<file path="src/hw/rtl/lkvc_pkg.sv">
// Shared types and constants of the LRU key/value cache.
package lkvc_pkg;

   localparam int KEY_W  = 32;
   localparam int DATA_W = 32;
   localparam int CFG_W  = 5;

   localparam logic [CFG_W-1:0] CFG_RESET = 5'd16;

   localparam logic CMD_LOOKUP = 1'b0;
   localparam logic CMD_STORE  = 1'b1;

   localparam logic [DATA_W-1:0] MISS_DATA  = '1;
   localparam logic [DATA_W-1:0] STORE_DATA = '0;

   typedef logic [KEY_W-1:0]  key_type;
   typedef logic [DATA_W-1:0] data_type;

   typedef struct packed {
      logic rd_en;
      logic key_we;
      logic val_we;
      logic rank_we;
   } mem_ctrl_type;

endpackage

</file>
<file path="src/hw/rtl/lkvc_entry_store.sv">
// Entry memories of the LRU key/value cache: key, value and recency rank.
module lkvc_entry_store
   import lkvc_pkg::*;
#(
   parameter int DEPTH = 16,
   parameter int IW    = 4
) (
   input  logic            clock,
   input  mem_ctrl_type    ctrl,
   input  logic [IW-1:0]   rd_addr,
   input  logic [IW-1:0]   wr_addr,
   input  key_type         key_wd,
   input  data_type        val_wd,
   input  logic [IW-1:0]   rank_wd,
   output key_type         key_rd,
   output data_type        val_rd,
   output logic [IW-1:0]   rank_rd
);

   key_type       key_mem  [DEPTH];
   data_type      val_mem  [DEPTH];
   logic [IW-1:0] rank_mem [DEPTH];

   key_type       key_rd_ff;
   data_type      val_rd_ff;
   logic [IW-1:0] rank_rd_ff;

   always_ff @(posedge clock) begin
      if (ctrl.key_we) begin
         key_mem[wr_addr] <= key_wd;
      end
      if (ctrl.val_we) begin
         val_mem[wr_addr] <= val_wd;
      end
      if (ctrl.rank_we) begin
         rank_mem[wr_addr] <= rank_wd;
      end
   end

   always_ff @(posedge clock) begin
      if (ctrl.rd_en) begin
         key_rd_ff  <= key_mem[rd_addr];
         val_rd_ff  <= val_mem[rd_addr];
         rank_rd_ff <= rank_mem[rd_addr];
      end
   end

   assign key_rd  = key_rd_ff;
   assign val_rd  = val_rd_ff;
   assign rank_rd = rank_rd_ff;

endmodule

</file>
<file path="src/hw/rtl/lru_key_value_cache_top.sv">
// Top level of the fully associative LRU key/value cache.
// A word is taken when start is high and busy is low, and busy stays high until its result
// is out. The entry memories have one read port: one pass walks every slot to find the
// key, the least recent entry and the first free slot, and a second pass walks them again to
// age the recency ranks, one slot per cycle. A lookup miss, or a store that finds no victim
// and no free slot, ends after the first pass; every other word takes both. The result is
// shown for exactly one cycle on rsp_valid and cannot be held off; csr_wdata sets how many
// entries are held before the least recent one is evicted (0 acts as 1, values above
// MAX_ENTRIES act as MAX_ENTRIES).
module lru_key_value_cache_top
   import lkvc_pkg::*;
#(
   parameter int MAX_ENTRIES = 16
) (
   input  logic                     clock,
   input  logic                     reset,
   input  logic                     start,
   output logic                     busy,
   input  logic                     req_cmd,
   input  logic signed [KEY_W-1:0]  req_key,
   input  logic signed [DATA_W-1:0] req_data_in,
   output logic                     rsp_valid,
   output logic                     rsp_found,
   output logic signed [DATA_W-1:0] rsp_data_out,
   input  logic                     csr_we,
   input  logic [CFG_W-1:0]         csr_wdata
);

   localparam int IW = (MAX_ENTRIES > 1) ? $clog2(MAX_ENTRIES) : 1;
   localparam int CW = $clog2(MAX_ENTRIES + 1);
   localparam logic [CW-1:0] LAST_CNT = CW'(MAX_ENTRIES);

   localparam logic [2:0] ST_IDLE   = 3'd0;
   localparam logic [2:0] ST_SCAN   = 3'd1;
   localparam logic [2:0] ST_DECIDE = 3'd2;
   localparam logic [2:0] ST_UPDATE = 3'd3;
   localparam logic [2:0] ST_FINISH = 3'd4;

   logic [2:0]             state_ff, state_in;
   logic [CFG_W-1:0]       eiu_ff, eiu_in;
   logic [MAX_ENTRIES-1:0] valid_ff, valid_in;
   logic [CW-1:0]          occ_ff, occ_in;
   logic [CW-1:0]          iss_ff, iss_in;
   logic                   pend_ff, pend_in;
   logic [IW-1:0]          slot_ff, slot_in;

   logic     cmd_ff, cmd_in;
   key_type  key_ff, key_in;
   data_type data_ff, data_in;

   logic          hit_ff, hit_in;
   logic [IW-1:0] hit_slot_ff, hit_slot_in;
   logic [IW-1:0] hit_rank_ff, hit_rank_in;
   data_type      hit_val_ff, hit_val_in;
   logic          any_ff, any_in;
   logic [IW-1:0] vic_slot_ff, vic_slot_in;
   logic [IW-1:0] best_ff, best_in;
   logic          free_ff, free_in;
   logic [IW-1:0] free_slot_ff, free_slot_in;

   logic [IW-1:0] tgt_ff, tgt_in;
   logic [IW-1:0] thr_ff, thr_in;
   logic          inc_all_ff, inc_all_in;
   logic          wr_key_ff, wr_key_in;
   logic          wr_val_ff, wr_val_in;
   logic          ins_ff, ins_in;

   logic     rsp_valid_ff, rsp_valid_in;
   logic     rsp_found_ff, rsp_found_in;
   data_type rsp_data_ff, rsp_data_in;

   mem_ctrl_type  ctrl;
   logic [IW-1:0] wr_addr;
   logic [IW-1:0] rank_wd;
   key_type       key_rd;
   data_type      val_rd;
   logic [IW-1:0] rank_rd;

   logic issuing;
   logic walk_done;
   logic cur_valid;
   logic cache_full;

   lkvc_entry_store #(
      .DEPTH (MAX_ENTRIES),
      .IW    (IW)
   ) u_store (
      .clock   (clock),
      .ctrl    (ctrl),
      .rd_addr (iss_ff[IW-1:0]),
      .wr_addr (wr_addr),
      .key_wd  (key_ff),
      .val_wd  (data_ff),
      .rank_wd (rank_wd),
      .key_rd  (key_rd),
      .val_rd  (val_rd),
      .rank_rd (rank_rd)
   );

   assign issuing   = (iss_ff != LAST_CNT);
   assign walk_done = !issuing && !pend_ff;
   assign cur_valid = valid_ff[slot_ff];
   assign cache_full = (eiu_ff == '0) ? (occ_ff != '0) :
                       ((32'(occ_ff) >= 32'(eiu_ff)) || (32'(occ_ff) >= 32'(MAX_ENTRIES)));

   always_comb begin
      state_in     = state_ff;
      eiu_in       = csr_we ? csr_wdata : eiu_ff;
      valid_in     = valid_ff;
      occ_in       = occ_ff;
      iss_in       = iss_ff;
      pend_in      = 1'b0;
      slot_in      = slot_ff;
      cmd_in       = cmd_ff;
      key_in       = key_ff;
      data_in      = data_ff;
      hit_in       = hit_ff;
      hit_slot_in  = hit_slot_ff;
      hit_rank_in  = hit_rank_ff;
      hit_val_in   = hit_val_ff;
      any_in       = any_ff;
      vic_slot_in  = vic_slot_ff;
      best_in      = best_ff;
      free_in      = free_ff;
      free_slot_in = free_slot_ff;
      tgt_in       = tgt_ff;
      thr_in       = thr_ff;
      inc_all_in   = inc_all_ff;
      wr_key_in    = wr_key_ff;
      wr_val_in    = wr_val_ff;
      ins_in       = ins_ff;
      rsp_valid_in = 1'b0;
      rsp_found_in = rsp_found_ff;
      rsp_data_in  = rsp_data_ff;
      ctrl         = '0;
      wr_addr      = slot_ff;
      rank_wd      = rank_rd + IW'(1);

      case (state_ff)
         ST_IDLE: begin
            iss_in = '0;
            if (start) begin
               cmd_in   = req_cmd;
               key_in   = req_key;
               data_in  = req_data_in;
               hit_in   = 1'b0;
               any_in   = 1'b0;
               free_in  = 1'b0;
               state_in = ST_SCAN;
            end
         end
         ST_SCAN: begin
            // issue one read per cycle, examine the previous slot
            if (issuing) begin
               ctrl.rd_en = 1'b1;
               iss_in     = iss_ff + CW'(1);
               slot_in    = iss_ff[IW-1:0];
               pend_in    = 1'b1;
            end
            if (pend_ff) begin
               if (cur_valid && (key_rd == key_ff) && !hit_ff) begin
                  hit_in      = 1'b1;
                  hit_slot_in = slot_ff;
                  hit_rank_in = rank_rd;
                  hit_val_in  = val_rd;
               end
               if (cur_valid && (!any_ff || (rank_rd > best_ff))) begin
                  any_in      = 1'b1;
                  vic_slot_in = slot_ff;
                  best_in     = rank_rd;
               end
               if (!cur_valid && !free_ff) begin
                  free_in      = 1'b1;
                  free_slot_in = slot_ff;
               end
            end
            if (walk_done) begin
               iss_in   = '0;
               state_in = ST_DECIDE;
            end
         end
         ST_DECIDE: begin
            inc_all_in = 1'b0;
            wr_key_in  = 1'b0;
            wr_val_in  = 1'b0;
            ins_in     = 1'b0;
            state_in   = ST_UPDATE;
            if (hit_ff) begin
               tgt_in       = hit_slot_ff;
               thr_in       = hit_rank_ff;
               wr_val_in    = (cmd_ff == CMD_STORE);
               rsp_found_in = 1'b1;
               rsp_data_in  = (cmd_ff == CMD_STORE) ? STORE_DATA : hit_val_ff;
            end else if (cmd_ff == CMD_LOOKUP) begin
               rsp_found_in = 1'b0;
               rsp_data_in  = MISS_DATA;
               rsp_valid_in = 1'b1;
               state_in     = ST_IDLE;
            end else if (cache_full && any_ff) begin
               tgt_in       = vic_slot_ff;
               thr_in       = best_ff;
               wr_key_in    = 1'b1;
               wr_val_in    = 1'b1;
               rsp_found_in = 1'b0;
               rsp_data_in  = STORE_DATA;
            end else if (free_ff) begin
               tgt_in       = free_slot_ff;
               inc_all_in   = 1'b1;
               wr_key_in    = 1'b1;
               wr_val_in    = 1'b1;
               ins_in       = 1'b1;
               rsp_found_in = 1'b0;
               rsp_data_in  = STORE_DATA;
            end else begin
               rsp_found_in = 1'b0;
               rsp_data_in  = STORE_DATA;
               rsp_valid_in = 1'b1;
               state_in     = ST_IDLE;
            end
         end
         ST_UPDATE: begin
            // age every valid entry more recent than the target, or every valid entry on an insert
            if (issuing) begin
               ctrl.rd_en = 1'b1;
               iss_in     = iss_ff + CW'(1);
               slot_in    = iss_ff[IW-1:0];
               pend_in    = 1'b1;
            end
            if (pend_ff && cur_valid && (slot_ff != tgt_ff) &&
                (inc_all_ff || (rank_rd < thr_ff))) begin
               ctrl.rank_we = 1'b1;
            end
            if (walk_done) begin
               iss_in   = '0;
               state_in = ST_FINISH;
            end
         end
         ST_FINISH: begin
            wr_addr      = tgt_ff;
            rank_wd      = '0;
            ctrl.rank_we = 1'b1;
            ctrl.key_we  = wr_key_ff;
            ctrl.val_we  = wr_val_ff;
            if (ins_ff) begin
               valid_in[tgt_ff] = 1'b1;
               occ_in           = occ_ff + CW'(1);
            end
            rsp_valid_in = 1'b1;
            state_in     = ST_IDLE;
         end
         default: begin
            state_in = ST_IDLE;
         end
      endcase
   end

   always_ff @(posedge clock) begin
      if (reset) begin
         state_ff     <= ST_IDLE;
         eiu_ff       <= CFG_RESET;
         valid_ff     <= '0;
         occ_ff       <= '0;
         iss_ff       <= '0;
         pend_ff      <= 1'b0;
         hit_ff       <= 1'b0;
         any_ff       <= 1'b0;
         free_ff      <= 1'b0;
         inc_all_ff   <= 1'b0;
         wr_key_ff    <= 1'b0;
         wr_val_ff    <= 1'b0;
         ins_ff       <= 1'b0;
         rsp_valid_ff <= 1'b0;
      end else begin
         state_ff     <= state_in;
         eiu_ff       <= eiu_in;
         valid_ff     <= valid_in;
         occ_ff       <= occ_in;
         iss_ff       <= iss_in;
         pend_ff      <= pend_in;
         hit_ff       <= hit_in;
         any_ff       <= any_in;
         free_ff      <= free_in;
         inc_all_ff   <= inc_all_in;
         wr_key_ff    <= wr_key_in;
         wr_val_ff    <= wr_val_in;
         ins_ff       <= ins_in;
         rsp_valid_ff <= rsp_valid_in;
      end
   end

   always_ff @(posedge clock) begin
      slot_ff      <= slot_in;
      cmd_ff       <= cmd_in;
      key_ff       <= key_in;
      data_ff      <= data_in;
      hit_slot_ff  <= hit_slot_in;
      hit_rank_ff  <= hit_rank_in;
      hit_val_ff   <= hit_val_in;
      vic_slot_ff  <= vic_slot_in;
      best_ff      <= best_in;
      free_slot_ff <= free_slot_in;
      tgt_ff       <= tgt_in;
      thr_ff       <= thr_in;
      rsp_found_ff <= rsp_found_in;
      rsp_data_ff  <= rsp_data_in;
   end

   assign busy         = (state_ff != ST_IDLE);
   assign rsp_valid    = rsp_valid_ff;
   assign rsp_found    = rsp_found_ff;
   assign rsp_data_out = rsp_data_ff;

`ifndef NO_ASSERTIONS
   a_rsp_single_cycle: assert property (@(posedge clock) disable iff (reset)
      rsp_valid |=> !rsp_valid)
      else $error("result strobe held for more than one cycle");

   a_finish_gives_result: assert property (@(posedge clock) disable iff (reset)
      (state_ff == ST_FINISH) |=> rsp_valid)
      else $error("finished word produced no result");

   a_no_rsp_while_busy: assert property (@(posedge clock) disable iff (reset)
      rsp_valid |-> !busy)
      else $error("result given while a word is still being worked");

   a_occ_bounded: assert property (@(posedge clock) disable iff (reset)
      32'(occ_ff) <= 32'(MAX_ENTRIES))
      else $error("occupancy above the number of entries");

   a_target_not_aged: assert property (@(posedge clock) disable iff (reset)
      ((state_ff == ST_UPDATE) && ctrl.rank_we) |-> (wr_addr != tgt_ff))
      else $error("target entry aged during rank update");

   a_insert_free_slot: assert property (@(posedge clock) disable iff (reset)
      ((state_ff == ST_FINISH) && ins_ff) |-> !valid_ff[tgt_ff])
      else $error("insert into an occupied slot");
`endif

endmodule

</file>
<file path="config.mk">
export PLATFORM = sky130hd
export DESIGN_NAME = lru_key_value_cache_top
export DESIGN_NICKNAME = d
export VERILOG_FILES = /design/src/hw/rtl/lkvc_pkg.sv /design/src/hw/rtl/lkvc_entry_store.sv /design/src/hw/rtl/lru_key_value_cache_top.sv
export SDC_FILE = /design/constraint.sdc
export NUM_CORES = 1
export LEC_CHECK = 0
export BUFFER_PORTS_ARGS = -buffer_cell sky130_fd_sc_hd__clkbuf_2
export CAP_MARGIN = 20
export CORE_MARGIN = 10
export CORE_UTILIZATION = 27
export DETAILED_ROUTE_END_ITERATION = 12
export PLACE_DENSITY = 0.46
export SYNTH_ARGS = -nofsm -noshare
export SYNTH_HDL_FRONTEND = slang
export SYNTH_SLANG_ARGS = --single-unit
</file>
<file path="constraint.sdc">
create_clock -name clock -period 14.52 [get_ports clock]
set_input_delay 1.452 -clock clock [delete_from_list [all_inputs] [get_ports clock]]
set_output_delay 1.452 -clock clock [all_outputs]
set_load 0.01 [all_outputs]
</file>
==> qor.txt, run 1 <==
Global-route wire length before repair: 181000 um
Worst hold endpoint: hit_val_ff[23]$_DFFE_PP_
Wirelength per Cell: 24.8 um
CTS resizes: 0
Final Wtd Congestion: 0.723
Reg2Reg Capture Point: u_store.key_rd[13]$_DFFE_PP_
Num rows: 159
Worst EP required: 15.03 ns
Max IR drop VDD: 0.116 mV
Fmax: 0.249 GHz
Outcome: finished, final reports clean
Syn Nets: 2326
Cell Area, Placed: 54900 um2
Vias in the first global route: 25300
Slowest stage delay, CP: 1.02 ns
Arrival time at the worst endpoint: 4.52 ns
Initial DRC count: 2007
Syn avg cell area: 22.8 um2
Die H: 455 um
DRC viols: 0
Final net count: 2532
Synth Instances: 2235
Final period util: 27.6%
Grt total ovfl: 0
Worst reg2reg startpoint: iss_ff[1]$_SDFFE_PP0P_
Number of iterations in the first detailed-routing pass: 7
Worst reg2reg path depth: 4
Seq/Total Area, Yosys: 79.2%
Crit path capture type: register
Hold Path Stages: 0
Number of synthesized flops with an enable pin: 1318
FFs w/ async S/R, synth: 0%
Max cap viols: 0
RSZ-0062 raised after global routing: no
Worst-Skew Late Latency: 0.80 ns
Area Growth Syn to Fin: 17.1%
CTS Buf Count: 148
FF-to-FF setup slack: 10.51 ns
Setup bufs post-CTS: 0
Antenna violations before repair: 3
Max clock buf depth: 3
PwrDens: 137 nW/um2
Port bufs: 108
Setup TNS: 0 ns
Starting density of the core: 27.2%
Crit path launch type: register
Leak pwr: 0.0180 uW
Count of final hold-check violations: 0
CTS tree: done
Number of synthesized register bits: 1360
Worst-path cell chain: buf_4, buf_4, mux4_2, mux4_2
Clk pin slew, worst setup/hold paths: 0.06 ns
Total die area: 207000 um2
Total global-route track usage: 12.1%
Fill count: 17800
Worst min-delay path category: reg2reg
Crit path max fanout: 66
Hold_buf cts: 0
Hold Path Origin: u_store.val_rd[23]$_DFFE_PP_
Htree depth: 4
Slowest-stage cell, CP: dfxtp_4
CP top delay family: buffers and inverters
Cell Area, Synth: 51000 um2
IO Count: 109
Worst Tran Pin Value: 1.04 ns
Syn. warnings: 0
Commonest non-fill, non-tap cell in the layout: edfxtp_1
CTS root buf: clkbuf_16
Final Max Slew Viols: 0
Minimum clock period: 4.01 ns
Routed Antenna Nets: 0
WP buf/inv: 2
Die W: 455 um
Finish-stage setup viols: 0
Crit Path Class: reg2reg
Synth Flop Type: edfxtp_1
Post-DP HPWL: 64200 um
DRT Wirelength: 126000 um
Clock Skew: 0.0434 ns
Core ar.: 188000 um2
Vias: 23100
Most frequent cells in the layout: edfxtp_1 (1318), mux4_2 (344), clkbuf_16 (148)
Yosys cell types: 55
Layout cell share with drive strength beyond 1: 29.8%
Largest net degree at the start of global routing: 102
Fin area: 59800 um2
Relative slew slack: 30.3%
Via density per instance: 4.58
CTS Sinks: 1360
[layer usage]
metal / part of all wire, % / wire [um] / global-route usage (%)
met1: 42 / 52400 / 15.1
met2: 52 / 64800 / 21.2
met3: 3.9 / 4850 / 2.12
met4: 2.8 / 3460 / 3.97
met5: 0 / 0 / 0
[metrics by stage]
stage          instances  power (uW)  hold slack (ns)  utilization (%)  setup WS [ns]
2_1_floorplan       2235        4550            0.400                -           7.16
3_3_place_gp        4783        4630            0.403             29.2          10.16
3_5_place_dp        4784        4630            0.405             29.3          10.42
4_1_cts             5052        8330            0.419             31.8          10.42
5_1_grt             5055        8500            0.422             31.8          10.19
6_report            5055        8210            0.418             31.8          10.51
[layout make-up]
cell class | instances | area [um2] | area share [%]
Sequential cell | 1360 | 40400 | 67.7
Clock inverter | 94 | 1010 | 1.69
Antenna cell | 1 | 2.50 | 0.00419
Clock buffer | 174 | 3800 | 6.36
Tap cell | 2495 | 3120 | 5.22
Multi-Input combinational cell | 714 | 10200 | 17.1
Timing Repair Buffer | 165 | 978 | 1.64
Inverter | 52 | 195 | 0.327
[synthesized netlist by cell type, drive strengths merged (13+ instances only)]
cell type     n  area, um2
clkbuf       70        263
mux4        344       7750
dfxtp        42        841
nand2        41        154
edfxtp     1318      39600
buf          39        190
o22ai        16        100
nor2         86        325
o21ai        13       65.1
a21oi        55        275
inv          52        195
xnor2        19        166
ha           17        213
xor2         28        245
[sequential cells by signal, indices dropped and copies added, names as in the netlist, 5 cells and up]
| signal | count |
|---|---|
| u_store.key_mem | 512 |
| u_store.val_mem | 512 |
| u_store.rank_mem | 64 |
| data_ff | 32 |
| hit_val_ff | 32 |
| key_ff | 32 |
| rsp_data_out | 32 |
| u_store.key_rd | 32 |
| u_store.val_rd | 32 |
| valid_ff | 16 |
| eiu_ff | 5 |
| iss_ff | 5 |
| occ_ff | 5 |
[how the worst max path moves through the flow]
stage | cells past startpoint | startpoint | slack (ns) | endpoint
2_1_floorplan | 6 | iss_ff[1]$_SDFFE_PP0P_ | 7.16 | slot_ff[0]$_DFFE_PP_
3_3_place_gp | 6 | key_ff[22]$_DFFE_PP_ | 10.16 | hit_val_ff[15]$_DFFE_PP_
3_5_place_dp | 6 | key_ff[7]$_DFFE_PP_ | 10.42 | hit_val_ff[15]$_DFFE_PP_
4_1_cts | 6 | key_ff[7]$_DFFE_PP_ | 10.42 | hit_val_ff[13]$_DFFE_PP_
5_1_grt | 4 | iss_ff[0]$_SDFFE_PP0P_ | 10.19 | u_store.key_rd[14]$_DFFE_PP_
6_report | 4 | iss_ff[1]$_SDFFE_PP0P_ | 10.51 | u_store.key_rd[13]$_DFFE_PP_
[logic make-up after synthesis]
group | synth area share (%)
AO/OA/AOI/OAI | 1.24
XOR/XNOR | 0.807
adder cells (fa/ha/maj) | 0.417
buffers and inverters | 1.27
flip-flops | 79.2
multiplexers | 15.4
AND/OR/NAND/NOR | 1.69
[power breakdown]
| part | leakage [uW] | total, uW | internal, uW | switching (uW) |
|---|---|---|---|---|
| clock | 0.00231 | 3670 | 2100 | 1570 |
| sequential | 0.0122 | 4400 | 4340 | 59.6 |
| combinational | 0.00349 | 145 | 65.5 | 79.0 |
[worst reg2reg max path, cell delays in order (launching register included)]
cell,delay [ns]
dfxtp_4,1.02
buf_4,0.77
buf_4,0.98
mux4_2,0.50
mux4_2,0.47
(Power assumes the default switching activity.)
==> inputs of run 2 (changes only) <==
--- a/config.mk
+++ b/config.mk
@@ -10,7 +10,7 @@
 export CORE_MARGIN = 10
 export CORE_UTILIZATION = 27
 export DETAILED_ROUTE_END_ITERATION = 12
-export PLACE_DENSITY = 0.46
+export PLACE_DENSITY = 0.47
 export SYNTH_ARGS = -nofsm -noshare
 export SYNTH_HDL_FRONTEND = slang
 export SYNTH_SLANG_ARGS = --single-unit
==> constraint.sdc (replaced) <==
create_clock -name clock -period 3.34 [get_ports clock]
set_input_delay 0.334 -clock clock [delete_from_list [all_inputs] [get_ports clock]]
set_output_delay 0.334 -clock clock [all_outputs]
set_load 0.01 [all_outputs]
==> run 2 against run 1 <==
Effect of this change: hold slack lost 0.20 ns; register-to-register slack worse by 10 ns; count of clock-buffer cells in the layout up 3; setup slack got worse by 10 ns; sequential cell count unchanged; final area rose by 1.9%; routed wire length shrank 0.55%; cell count rose by 1.9%.
==> qor.txt, run 2 (same netlist as run 1, synthesis figures left out) <==
Total die area: 207000 um2 (unchanged)
Core ar.: 188000 um2 (unchanged)
Final period util: 92.4% (+65 points)
Sw Pwr: 7060 uW (+310%)
Met3 WL: 5490 um (+13%)
Clock Power Share: 43.0% (-1.7 points)
PwrDens: 572 nW/um2 (+320%)
Htree depth: 4 (unchanged)
Initial DRC count: 1855 (-7.6%)
Internal: 27800 uW (+330%)
Leak pwr: 0.0185 uW (+2.5%)
Worst-path cell chain: xor2_1, nor4_1, buf_4, nand4_1, buf_4, nor4_1, buf_4, and4_2, buf_12
Most frequent cells in the layout: edfxtp_1 (1318), mux4_2 (344), clkbuf_16 (147)
Placed instance count: 4821 (+0.77%)
Area Growth Syn to Fin: 19.3%
Via density per instance: 4.56 (-0.36%)
DRC viols: 0 (unchanged)
Finish-stage setup viols: 0 (unchanged)
Slowest-stage cell, CP: edfxtp_1
Crit path capture type: register
CTS Buf Count: 144 (-2.7%)
Vias: 23500 (+1.5%)
Die W: 455 um (unchanged)
Worst EP required: 3.78 ns (-11.25 ns)
M1 wire length: 51700 um (-1.5%)
Switching Share: 20.3% (-0.58 points)
Most used cell, CP: buf_4
Final Wtd Congestion: 0.722 (-0.17%)
Clock Skew: 0.0249 ns (-0.0185 ns)
Setup bufs post-CTS: 0 (unchanged)
Grt total ovfl: 0 (unchanged)
Layout Cells excl Fill: 5152 (+1.9%)
Starting density of the core: 27.2% (unchanged)
Clk pin slew, worst setup/hold paths: 0.06 ns (about the same)
Wirelength per Cell: 24.2 um (-2.4%)
Slowest stage delay, CP: 0.59 ns (-0.43 ns)
Minimum clock period: 3.09 ns (-0.927 ns)
Crit Path Class: reg2reg
Final Max Slew Viols: 0 (unchanged)
Post-DP HPWL: 67500 um (+5.2%)
Crit path launch type: register
Layout cell share with drive strength beyond 1: 29.6% (-0.20 points)
Count of final hold-check violations: 0 (unchanged)
Arrival time at the worst endpoint: 3.52 ns (-1.00 ns)
Largest net degree at the start of global routing: 97 (-4.9%)
Commonest non-fill, non-tap cell in the layout: edfxtp_1
Top sig layer: met4
Routed Antenna Nets: 0 (unchanged)
Crit path launch: key_ff[5]$_DFFE_PP_
Vias in the first global route: 25400 (+0.43%)
Routed wl met2: 64800 um (about the same)
Outcome: finished, final reports clean
Antenna violations before repair: 4 (+1)
Max clock buf depth: 3 (unchanged)
Relative slew slack: 37.0% (+6.7 points)
Port bufs: 108 (unchanged)
WP buf/inv: 4 (+2)
Worst-Skew Late Latency: 0.77 ns (-0.03 ns)
CTS tree: done
Max cap viols: 0 (unchanged)
Global-route wire length before repair: 180000 um (-0.67%)
Worst min-delay path category: in2reg
Worst Tran Pin Value: 0.941 ns (-0.102 ns)
Fmax: 0.324 GHz (+30%)
Flop pwr share: 54.8% (+1.2 points)
Worst reg2reg startpoint: key_ff[5]$_DFFE_PP_
Crit path max fanout: 31 (-53%)
Ant. Diodes: 0 (-1)
WHS: 0.220 ns (-0.197 ns)
Max IR drop VDD: 0.473 mV (+310%)
CTS root buf: clkbuf_16
Die H: 455 um (unchanged)
Logic gate share of total power: 2.2% (+0.4 points)
IO Count: 109 (unchanged)
Total global-route track usage: 12.0% (-0.11 points)
RSZ-0062 raised after global routing: no
Final net count: 2643 (+4.4%)
Hold Path Origin: reset
Number of iterations in the first detailed-routing pass: 5 (-2)
CP top delay family: simple AND/OR/NAND/NOR gates
Setup TNS: 0 ns (unchanged)
CTS Sinks: 1360 (unchanged)
Num rows: 159 (unchanged)
DRT Wirelength: 125000 um (-0.55%)
Largest regs: u_store.key_mem x512, u_store.val_mem x512, u_store.rank_mem x64
==> run 2: final timing paths <==
path                              endpoint  slack, ns  cells past startpoint
hold reg to reg   hit_val_ff[23]$_DFFE_PP_       0.42                      0
hold / removal      occ_ff[3]$_SDFFE_PP0P_       0.22                      2
setup reg to reg  hit_val_ff[26]$_DFFE_PP_       0.25                      9
setup / recovery  hit_val_ff[26]$_DFFE_PP_       0.25                      9
==> run 2: layout make-up <==
class / instances / area, um2
Clock buffer: 177 / 3790
Clock inverter: 74 / 589
Fill cell: 17800 / 127000
Inverter: 52 / 198
Multi-Input combinational cell: 714 / 10300
Sequential cell: 1360 / 40400
Tap cell: 2495 / 3120
Timing Repair Buffer: 280 / 2520
==> run 2: worst register-to-register path, delay by kind of cell, from the launching register on <==
family,cells,cell delay [ns]
xor+xnor,1,0.25
flops,1,0.59
simple gates,4,1.10
buf+inv,4,0.80
==> run 2: layer usage <==
metal	up-vias	global-route usage, %
met4	0	3.48
met1	12800	15.2
li1	9982	-
met3	172	2.16
met2	591	21.0
met5	-	0
==> run 2: power by group through the flow <==
stage / clock network [uW] / registers, uW / logic, uW
after detailed placement: 0 / 19400 / 724
after floorplan: 0 / 19400 / 430
final: 15000 / 19100 / 782
after global placement: 0 / 19400 / 716
after global routing: 16100 / 19100 / 855
after CTS: 15400 / 19100 / 808
==> run 2: repair_timing <==
item	4_1_cts	5_1_grt
hold buffers	77	0
endpoints found under the setup margin	0	40
endpoints found under the hold margin	71	0
resized for setup	0	1
==> run 2: metrics by stage <==
step	area (um2)	utilization, %	worst slack, ns	total power [uW]
finish	60900	32.4	0.254	34800
global route	60900	32.4	0.0125	36100
CTS	60900	32.4	0.0207	35300
detailed placement	55700	29.7	0.0544	20200
global placement	55700	29.7	0.0915	20100
floorplan	51100	-	-0.0910	19800
==> inputs of run 3 (changes only) <==
--- a/config.mk
+++ b/config.mk
@@ -7,10 +7,12 @@
 export LEC_CHECK = 0
 export BUFFER_PORTS_ARGS = -buffer_cell sky130_fd_sc_hd__clkbuf_2
 export CAP_MARGIN = 20
-export CORE_MARGIN = 10
-export CORE_UTILIZATION = 27
+export CELL_PAD_IN_SITES_DETAIL_PLACEMENT = 0
+export CELL_PAD_IN_SITES_GLOBAL_PLACEMENT = 1
+export CORE_MARGIN = 1.5
+export CORE_UTILIZATION = 50
 export DETAILED_ROUTE_END_ITERATION = 12
-export PLACE_DENSITY = 0.47
+export PLACE_DENSITY = 0.8
 export SYNTH_ARGS = -nofsm -noshare
 export SYNTH_HDL_FRONTEND = slang
 export SYNTH_SLANG_ARGS = --single-unit
==> run 3 against run 2 <==
Effect of this change: final area shrank 2.2%; core utilization up 26 points; first-iteration DRC count is 35% higher; register-to-register slack got worse by 0.05 ns; count of clock-buffer cells in the layout fell by 7; clock skew increased by 0.023 ns; setup slack got worse by 0.054 ns; highest routed layer is now met5; non-clock buffer count decreased by 18; maximum frequency fell by 1.7%; sequential power about the same; cell count is 22% lower.
==> qor.txt, run 3 (same netlist as run 1, synthesis figures left out) <==
Finish-stage setup viols: 0 (unchanged)
Ant. Diodes: 0 (unchanged)
Layout cell share with drive strength beyond 1: 29.1% (-0.45 points)
Core ar.: 101000 um2 (-46%)
Setup bufs post-CTS: 0 (unchanged)
Htree depth: 4 (unchanged)
CP top delay family: simple AND/OR/NAND/NOR gates
Worst-Skew Late Latency: 0.76 ns (about the same)
Slowest-stage cell, CP: edfxtp_1
Slowest stage delay, CP: 0.58 ns (about the same)
WP buf/inv: 2 (-2)
Port bufs: 108 (unchanged)
Largest regs: u_store.key_mem x512, u_store.val_mem x512, u_store.rank_mem x64
Crit Path Class: reg2reg
Crit path launch: key_ff[1]$_DFFE_PP_
Die H: 322 um (-29%)
Final Max Slew Viols: 0 (unchanged)
Crit path launch type: register
Leak pwr: 0.0184 uW (-0.21%)
Relative slew slack: 27.8% (-9.3 points)
Area Growth Syn to Fin: 16.8%
IO Count: 109 (unchanged)
Crit path capture type: register
Routed Antenna Nets: 0 (unchanged)
Most frequent cells in the layout: edfxtp_1 (1318), mux4_2 (344), clkbuf_16 (137)
CTS tree: done
Post-DP HPWL: 57100 um (-15%)
Clk pin slew, worst setup/hold paths: 0.06 ns (about the same)
Antenna violations before repair: 1 (-3)
Worst Tran Pin Value: 1.08 ns (+0.139 ns)
Minimum clock period: 3.14 ns (+0.0537 ns)
Crit path max fanout: 21 (-32%)
Max IR drop VDD: 0.482 mV (+2.0%)
Worst EP required: 3.77 ns (about the same)
Vias: 23900 (+1.8%)
Fmax: 0.318 GHz (-1.7%)
Wirelength per Cell: 27.9 um (+15%)
DRT Wirelength: 112000 um (-11%)
Setup TNS: 0 ns (unchanged)
Final net count: 2615 (-1.1%)
Worst min-delay path category: in2reg
Number of iterations in the first detailed-routing pass: 7 (+2)
Commonest non-fill, non-tap cell in the layout: edfxtp_1
Count of final hold-check violations: 0 (unchanged)
PwrDens: 586 nW/um2 (+2.4%)
Largest net degree at the start of global routing: 72 (-26%)
Initial DRC count: 2500 (+35%)
RSZ-0062 raised after global routing: no
Num rows: 117 (-26%)
Final period util: 94.0% (+1.6 points)
Max cap viols: 0 (unchanged)
Via density per instance: 5.98 (+31%)
Grt total ovfl: 0 (unchanged)
Final Wtd Congestion: 0.794 (+10%)
Clock Skew: 0.0479 ns (+0.0230 ns)
WHS: 0.0685 ns (-0.152 ns)
Global-route wire length before repair: 165000 um (-8.7%)
Die W: 322 um (-29%)
CTS Buf Count: 134 (-6.9%)
Hold Path Origin: reset
Outcome: finished, final reports clean
Arrival time at the worst endpoint: 3.57 ns (+0.05 ns)
Max clock buf depth: 3 (unchanged)
Total die area: 104000 um2 (-50%)
Starting density of the core: 50.3% (+23 points)
CTS Sinks: 1360 (unchanged)
CTS root buf: clkbuf_16
Total global-route track usage: 22.0% (+10 points)
Worst-path cell chain: xor2_1, nor4_2, buf_4, nand4_1, nor4_1, and4_2, buf_12
DRC viols: 0 (unchanged)
Vias in the first global route: 25000 (-1.3%)
Worst reg2reg startpoint: key_ff[1]$_DFFE_PP_
## run 3: changes by cell type in the layout (fill, tap and decap cells not counted), moves of 4 or more
cell / change
buf_12: +15
buf_4: -32
bufinv_16: +7
clkbuf_16: -10
clkbuf_8: +4
clkinv_1: -4
clkinv_2: -4
inv_16: +5
## run 3: final cells by class
cell class                 count  area (um2)
fill                        6931       41900
sequential                  1360       40400
multi-input combinational    714       10300
tap                         1368        1710
inverter                      52         198
clock inverter                75         836
clock buffer                 170        3590
timing repair buffer         262        2560
## run 3: worst paths after layout
kind	to	slack, ns	cells past startpoint
max	hit_val_ff[11]$_DFFE_PP_	0.20	7
min	pend_ff$_SDFF_PP0_	0.07	3
max reg2reg	hit_val_ff[11]$_DFFE_PP_	0.20	7
min reg2reg	hit_val_ff[9]$_DFFE_PP_	0.41	0
## run 3: metal layers
metal	wire (um)	track usage, %	vias up	part of all wire [%]
li1	-	-	9904	-
met1	44100	29.6	12800	39
met2	57700	37.4	1069	52
met3	7540	3.59	185	6.8
met4	2290	6.21	2	2.0
met5	12	0	-	0.011
## run 3: power by group
group,internal [uW],switching (uW)
registers,18900,237
clock network,8710,6350
logic,369,370
## run 3: timing repair
item / CTS / global route
resized for setup: 1 / 0
endpoints found under the setup margin: 33 / 0
endpoints found under the hold margin: 71 / 0
hold buffers: 77 / 0
## run 3: stage by stage
stage,setup slack (ns),util (%),instances,total power [uW],instance area (um2)
after floorplan,-0.0910,-,2235,19800,51100
after global placement,0.0448,53.6,3678,20100,54400
after detailed placement,0.0280,53.6,3678,20100,54400
after CTS,0.154,58.7,4000,35100,59600
after global routing,0.0600,58.7,4001,35900,59600
final,0.200,58.7,4001,34900,59600
## run 3: worst register-to-register path: stages (launching register included)
cell      delay, ns
edfxtp_1       0.58
xor2_1         0.26
nor4_2         0.43
buf_4          0.20
nand4_1        0.24
nor4_1         0.49
and4_2         0.40
buf_12         0.22
